$ cat config.mk
export PLATFORM = sky130hd
export DESIGN_NAME = prp_setup
export DESIGN_NICKNAME = d
export VERILOG_FILES = /design/src/hw/rtl/prp_pkg.sv /design/src/hw/rtl/prp_setup.sv
export SDC_FILE = /design/constraint.sdc
export NUM_CORES = 2
export LEC_CHECK = 0
export ABC_AREA = 1
export BUFFER_PORTS_ARGS = -buffer_cell sky130_fd_sc_hd__buf_2
export CAP_MARGIN = 25
export CORE_MARGIN = 5
export CORE_UTILIZATION = 57
export CTS_CLUSTER_DIAMETER = 100
export DETAILED_ROUTE_END_ITERATION = 10
export HOLD_SLACK_MARGIN = 0.12
export PLACE_DENSITY = 0.73
export SYNTH_ARGS = -nofsm -noshare
export SYNTH_HDL_FRONTEND = slang
export SYNTH_SLANG_ARGS = --single-unit
$ cat constraint.sdc
create_clock -name clk -period 10.22 [get_ports clk]
set_input_delay 1.022 -clock clk [delete_from_list [all_inputs] [get_ports clk]]
set_output_delay 1.022 -clock clk [all_outputs]
set_load 0.02 [all_outputs]
$ cat src/hw/rtl/prp_pkg.sv
// Shared types, register indexes and constants of the point rotate and
// perspective core. No dependencies; every other file imports it.
package prp_pkg;

  localparam int COORD_W = 24;
  localparam int COEF_W  = 17;

  localparam logic [2:0] CFG_PITCH    = 3'd0;
  localparam logic [2:0] CFG_YAW      = 3'd1;
  localparam logic [2:0] CFG_DEPTH    = 3'd2;
  localparam logic [2:0] CFG_ORIGIN_X = 3'd3;
  localparam logic [2:0] CFG_ORIGIN_Y = 3'd4;
  localparam logic [2:0] CFG_ORIGIN_Z = 3'd5;

  localparam logic signed [16:0] HALF_TURN    = 17'sd23040;
  localparam logic signed [16:0] QUARTER_TURN = 17'sd11520;
  localparam logic signed [32:0] CORDIC_X0    = 33'sd652032874;

  typedef struct packed {
    logic signed [COORD_W-1:0] point_x;
    logic signed [COORD_W-1:0] point_y;
    logic signed [COORD_W-1:0] point_z;
  } in_t;

  typedef struct packed {
    logic signed [COORD_W-1:0] proj_x;
    logic signed [COORD_W-1:0] proj_y;
    logic                      back_facing;
    logic                      overflow;
  } out_t;

  // Rotation matrix terms in Q1.15, plus the facing flag.
  typedef struct packed {
    logic signed [COEF_W-1:0] sp;
    logic signed [COEF_W-1:0] cp;
    logic signed [COEF_W-1:0] sy;
    logic signed [COEF_W-1:0] cy;
    logic signed [COEF_W-1:0] m_sp_sy;
    logic signed [COEF_W-1:0] m_nsp_cy;
    logic signed [COEF_W-1:0] m_ncp_sy;
    logic signed [COEF_W-1:0] m_cp_cy;
    logic                     back;
  } coef_t;

  // Arctangent of 2^-i in 1/32768 degree.
  function automatic logic [20:0] atan_step(input logic [3:0] i);
    logic [20:0] r;
    begin
      case (i)
        4'd0:  r = 21'd1474560;
        4'd1:  r = 21'd870484;
        4'd2:  r = 21'd459940;
        4'd3:  r = 21'd233473;
        4'd4:  r = 21'd117189;
        4'd5:  r = 21'd58652;
        4'd6:  r = 21'd29333;
        4'd7:  r = 21'd14667;
        4'd8:  r = 21'd7334;
        4'd9:  r = 21'd3667;
        4'd10: r = 21'd1833;
        4'd11: r = 21'd917;
        4'd12: r = 21'd458;
        4'd13: r = 21'd229;
        4'd14: r = 21'd115;
        default: r = 21'd57;
      endcase
      return r;
    end
  endfunction

endpackage

$ cat src/hw/rtl/prp_setup.sv
// Configuration registers and the setup sequencer: strength divider,
// shared CORDIC for sine and cosine, and the matrix product terms.
// Depends on prp_pkg.
module prp_setup #(
  parameter int FRAC_BITS = 8,
  localparam int NDW = 14 + 2 * FRAC_BITS,
  localparam int SW = NDW + 1
) (
  input  logic                          clk,
  input  logic                          rst,
  input  logic                          cfg_valid,
  output logic                          cfg_ready,
  input  logic [2:0]                    cfg_index,
  input  logic [23:0]                   cfg_data,
  output logic                          busy,
  output prp_pkg::coef_t                coef,
  output logic signed [SW-1:0]          strength,
  output logic signed [prp_pkg::COORD_W-1:0] origin_x,
  output logic signed [prp_pkg::COORD_W-1:0] origin_y,
  output logic signed [prp_pkg::COORD_W-1:0] origin_z
);
  import prp_pkg::*;

  localparam int CW = $clog2(NDW);
  localparam logic [NDW-1:0] NUM = NDW'(10000) << (2 * FRAC_BITS);

  localparam logic [2:0] ST_LOAD = 3'd0;
  localparam logic [2:0] ST_DIV  = 3'd1;
  localparam logic [2:0] ST_CORD = 3'd2;
  localparam logic [2:0] ST_MAT  = 3'd3;
  localparam logic [2:0] ST_IDLE = 3'd4;

  logic [2:0]               state;
  logic [CW-1:0]            cnt;
  logic                     pass;
  logic signed [15:0]       pitch, yaw;
  logic signed [23:0]       depth;
  logic [23:0]              dabs;
  logic                     dneg;
  logic [23:0]              rem;
  logic [NDW-1:0]           quo;
  logic signed [32:0]       cx, cy_r;
  logic signed [24:0]       cz;
  logic                     neg_p, neg_y;

  logic [24:0]              trial;
  logic                     take;
  logic [NDW-1:0]           quo_next;
  logic signed [16:0]       wp, wy, fp, fy;
  logic                     fnp, fny;
  logic signed [32:0]       dx, dy, cx_next, cy_next;
  logic signed [24:0]       cz_next;
  logic signed [17:0]       sn_full, cs_full;
  logic signed [16:0]       sn, cs;
  logic signed [16:0]       ma, mb;
  logic                     mneg;
  logic signed [35:0]       mprod, mval;
  logic signed [16:0]       mres;

  function automatic logic signed [16:0] wrap17(input logic signed [15:0] a);
    logic signed [16:0] w;
    begin
      w = 17'(a);
      if (w > HALF_TURN) w = w - (HALF_TURN <<< 1);
      if (w < -HALF_TURN) w = w + (HALF_TURN <<< 1);
      return w;
    end
  endfunction

  always_comb begin
    wp = wrap17(pitch);
    wy = wrap17(yaw);
    fp = wp;
    fnp = 1'b0;
    if (wp > QUARTER_TURN) begin
      fp = HALF_TURN - wp;
      fnp = 1'b1;
    end
    if (wp < -QUARTER_TURN) begin
      fp = -HALF_TURN - wp;
      fnp = 1'b1;
    end
    fy = wy;
    fny = 1'b0;
    if (wy > QUARTER_TURN) begin
      fy = HALF_TURN - wy;
      fny = 1'b1;
    end
    if (wy < -QUARTER_TURN) begin
      fy = -HALF_TURN - wy;
      fny = 1'b1;
    end
  end

  // One restoring step of the strength division per cycle.
  always_comb begin
    trial = {rem, NUM[cnt]};
    take = trial >= {1'b0, dabs};
    quo_next = {quo[NDW-2:0], take};
  end

  // One CORDIC rotation per cycle.
  always_comb begin
    dx = cy_r >>> cnt[3:0];
    dy = cx >>> cnt[3:0];
    if (cz >= 0) begin
      cx_next = cx - dx;
      cy_next = cy_r + dy;
      cz_next = cz - 25'(atan_step(cnt[3:0]));
    end else begin
      cx_next = cx + dx;
      cy_next = cy_r - dy;
      cz_next = cz + 25'(atan_step(cnt[3:0]));
    end
    sn_full = 18'((cy_next + 33'sd16384) >>> 15);
    cs_full = 18'((cx_next + 33'sd16384) >>> 15);
    sn = sn_full[16:0];
    cs = cs_full[16:0];
  end

  // Matrix product terms, one per cycle through a shared multiplier.
  always_comb begin
    case (cnt[1:0])
      2'd0:    begin ma = coef.sp; mb = coef.sy; mneg = 1'b0; end
      2'd1:    begin ma = coef.sp; mb = coef.cy; mneg = 1'b1; end
      2'd2:    begin ma = coef.cp; mb = coef.sy; mneg = 1'b1; end
      default: begin ma = coef.cp; mb = coef.cy; mneg = 1'b0; end
    endcase
    mprod = 36'(ma * mb);
    mval = mneg ? -mprod : mprod;
    mres = 17'((mval + 36'sd16384) >>> 15);
  end

  always_ff @(posedge clk) begin
    if (rst) begin
      state    <= ST_LOAD;
      cnt      <= '0;
      pass     <= 1'b0;
      pitch    <= '0;
      yaw      <= '0;
      depth    <= 24'sd2560;
      origin_x <= '0;
      origin_y <= '0;
      origin_z <= '0;
    end else begin
      unique case (state)
        ST_LOAD: begin
          dneg  <= depth[23];
          dabs  <= (depth == 0) ? 24'd1 : (depth[23] ? 24'(-depth) : 24'(depth));
          rem   <= '0;
          quo   <= '0;
          cnt   <= CW'(NDW - 1);
          state <= ST_DIV;
        end
        ST_DIV: begin
          rem <= take ? 24'(trial - {1'b0, dabs}) : trial[23:0];
          quo <= quo_next;
          if (cnt == 0) begin
            strength <= dneg ? -SW'(quo_next) : SW'(quo_next);
            cx       <= CORDIC_X0;
            cy_r     <= '0;
            cz       <= 25'(fp) <<< 8;
            pass     <= 1'b0;
            state    <= ST_CORD;
          end else begin
            cnt <= cnt - 1'b1;
          end
        end
        ST_CORD: begin
          cx   <= cx_next;
          cy_r <= cy_next;
          cz   <= cz_next;
          if (cnt[3:0] == 4'd15) begin
            cnt <= '0;
            if (!pass) begin
              coef.sp <= sn;
              coef.cp <= fnp ? -cs : cs;
              neg_p   <= fnp;
              cx      <= CORDIC_X0;
              cy_r    <= '0;
              cz      <= 25'(fy) <<< 8;
              pass    <= 1'b1;
            end else begin
              coef.sy <= sn;
              coef.cy <= fny ? -cs : cs;
              neg_y   <= fny;
              state   <= ST_MAT;
            end
          end else begin
            cnt <= cnt + 1'b1;
          end
        end
        ST_MAT: begin
          case (cnt[1:0])
            2'd0:    coef.m_sp_sy  <= mres;
            2'd1:    coef.m_nsp_cy <= mres;
            2'd2:    coef.m_ncp_sy <= mres;
            default: coef.m_cp_cy  <= mres;
          endcase
          coef.back <= neg_p ^ neg_y;
          if (cnt[1:0] == 2'd3) state <= ST_IDLE;
          else cnt <= cnt + 1'b1;
        end
        ST_IDLE: begin
          if (cfg_valid) begin
            unique case (cfg_index)
              CFG_PITCH:    begin pitch    <= cfg_data[15:0]; state <= ST_LOAD; end
              CFG_YAW:      begin yaw      <= cfg_data[15:0]; state <= ST_LOAD; end
              CFG_DEPTH:    begin depth    <= cfg_data;       state <= ST_LOAD; end
              CFG_ORIGIN_X: begin origin_x <= cfg_data;       state <= ST_LOAD; end
              CFG_ORIGIN_Y: begin origin_y <= cfg_data;       state <= ST_LOAD; end
              CFG_ORIGIN_Z: begin origin_z <= cfg_data;       state <= ST_LOAD; end
              default: ;
            endcase
          end
        end
        default: state <= ST_LOAD;
      endcase
    end
  end

  assign busy = (state != ST_IDLE);
  assign cfg_ready = !busy;

endmodule

==> qor.yml <==
drtIter0Drc: 3913
clock_latency_ps: 650
antenna_left: 0
antenna_found_initial: 5
syn-cell-area_um2: 45900
cp.required_ps: 10600
cts_tree: "built"
grt_pass1_vias: 40600
vias_per_cell: 5.62
synth_edf_count: 339
drt_wl_total_um: 139000
finClkSkew_ps: 30.5
cts_max_level: 2
status: "finished clean"
dr.pass1.iters: 8
cp_common_cell: "nand2_1"
ios: 272
fill_cells: 7416
max_stage_delay_ps: 700
path_max_fanout: 78
drv_slew: 0
cts.sinks: 498
die_w_um: 294
hold_buffers: 0
synth.area.top_cells: "edfxtp_1 22%, fa_1 12%, nand2_1 11%"
dpl.hpwl_um: 111000
syn_avg_cell_area_um2: 7.43
setup_violations: 0
worstSetupEndpointType: "register"
fp.dieH_um: 294
wire_per_inst_um: 18.4
synthFlopType: "edfxtp_1"
drive_above_1_share: 0.0925
cap_violations: 0
ys_ff_latch: 498
place_area_um2: 48500
core_um2: 80200
finalHoldViolCount: 0
cts.reportedPaths.clkPinSlew_ps: 60
synth.area.mux_share: 0.00829
rsz0062_at_grt: "false"
fin_area_um2: 50500
tightestPinTransition_ps: 1010
min_period_ps: 9420
clk_path_buf_depth: 3
slowest_stage: "o21ai_1"
arrival_ps: 9800
port_buffers: 271
slew_headroom: 0.319
finalSetupTns_ps: 0
grt_max_degree: 131
max_freq_ghz: 0.106
synth.distinct_cells: 69
synth_top_family_by_area: "simple AND/OR/NAND/NOR gates"
synth_compound_area_frac: 0.117
synth_xor_area_frac: 0.0488
finalCritPeriodShare: 0.922
area_growth_pct: 9.92
hp-class: "reg2reg"
start_util: 0.573
vias: 42200
grt_pass1_wl_um: 218000
crit_type: "reg2reg"
synth_seq_area_share: 0.291
synthCells: 6176
synth_top_cell_by_area: "edfxtp_1"
track_usage: 0.314
drc: 0
grt-ovfl-total: 0
fp.dieArea_um2: 86300
cts_buffers: 57
async_reset_ff_frac: 0
syn_nets: 6718
cts_root_buf: "clkbuf_16"
nNetsFinal: 6950
yosysWarnings: 0
startpoint_type: "register"
rows: 104
antennaDiodeCount: 0
synth-adder-area-share: 0.186
place.gp.congestion: 1.02
yosys.area_share.simple: 0.251
post-synth-top-area-fraction: 0.222
area by class of cell:
class / count / area (um^2) / area share
clock buffers: 77 / 1590 / 0.0316
inverters: 1004 / 3770 / 0.0747
multi-input cells: 4512 / 28100 / 0.558
flip-flops and latches: 498 / 13400 / 0.265
clock inverters: 29 / 362 / 0.00717
well taps: 1060 / 1330 / 0.0263
repair buffers: 335 / 1900 / 0.0377
layer usage:
metal / vias up / wire length [um] / GRT usage
met5: - / 77 / 0
met4: 12 / 6320 / 0.120
met3: 337 / 12500 / 0.0649
met2: 1630 / 62300 / 0.505
met1: 19900 / 57300 / 0.421
li1: 20300 / - / -
worst max-delay path, delay by kind of cell (launching register included):
kind | cells | cell delay (ps)
buffers and inverters | 10 | 1890
xor gates and xnor gates | 1 | 380
AOI/OAI and AO/OA | 3 | 1260
DFF | 1 | 330
and+or+nand+nor | 14 | 1760
adders and majority gates | 8 | 3500
synth_stat cells, types with 67 or more instances:
library cell     n
inv_1          965
clkbuf_1       104
o21ai_1        126
fa_1           286
nand4_1         94
nor2_1         799
xnor2_1         78
xor2_1         163
nand2_1       1319
edfxtp_1       339
nor3_1          67
o21ai_0        399
ha_1           226
a21oi_1        298
dfxtp_1        159
nand3_1        290
worst paths after layout:
path	from	endpoint	slack, ps	cells past startpoint
max	cnt[0]	coef[43]	800	36
min reg2reg	yaw[7]	yaw[7]	510	2
min	yaw[7]	yaw[7]	510	2
max reg2reg	cnt[0]	coef[43]	800	36
sequential cells by signal, indices dropped and copies added (netlist names), 24 cells and up, named ones only:
signal / count
coef: 137
origin_z: 24
quo: 29
origin_y: 24
origin_x: 24
cz: 25
depth: 24
cy_r: 33
rem: 24
strength: 31
cx: 33
dabs: 24
cells in the final DEF, fill, tap and decap left out, types with 10 or more instances in the layout:
cell	Yosys	final
nor3_2	8	15
o31ai_1	10	10
nand2_2	35	35
nor3_1	67	60
clkbuf_1	104	13
o21bai_1	11	11
dfxtp_1	159	157
nor2_2	24	26
o21ai_0	399	398
mux2i_1	38	38
o21a_1	11	11
buf_2	25	271
a21o_1	14	14
nand3_1	290	290
nor4_1	18	18
fa_1	286	286
o21ai_1	126	125
or2_2	20	20
inv_2	24	25
nor2_1	799	794
xnor2_1	78	78
nand4_1	94	94
o211ai_1	30	30
xor2_1	163	163
buf_4	10	58
nand2_1	1319	1319
a21oi_1	298	297
and2_1	10	10
inv_1	965	964
ha_1	226	226
edfxtp_1	339	339
a31oi_1	17	17
clkbuf_16	0	59
clkinv_1	15	21
timing repair:
item / 4_1_cts / 5_1_grt
setup endpoints to repair: 0 / 20
hold endpoints to repair: 0 / 0
resized for setup: 0 / 1
buffers inserted: 0 / 0
cells by family after synthesis:
group | after synthesis
compound gates | 983
flops | 498
buf+inv | 1166
simple gates | 2730
fa+ha+maj | 512
xor+xnor | 249
mux | 38
through the flow:
step	utilization	std cells	setup WS (ps)	hold slack [ps]
final	0.630	7515	802	511
after global routing	0.630	7515	92.6	526
after CTS	0.629	7513	729	505
after detailed placement	0.605	7407	801	493
after global placement	0.604	7403	1050	488
after floorplan	-	6176	1660	461
Power is not shown: default switching activity piles up to over one toggle a cycle in this logic, so the estimate is an artifact.
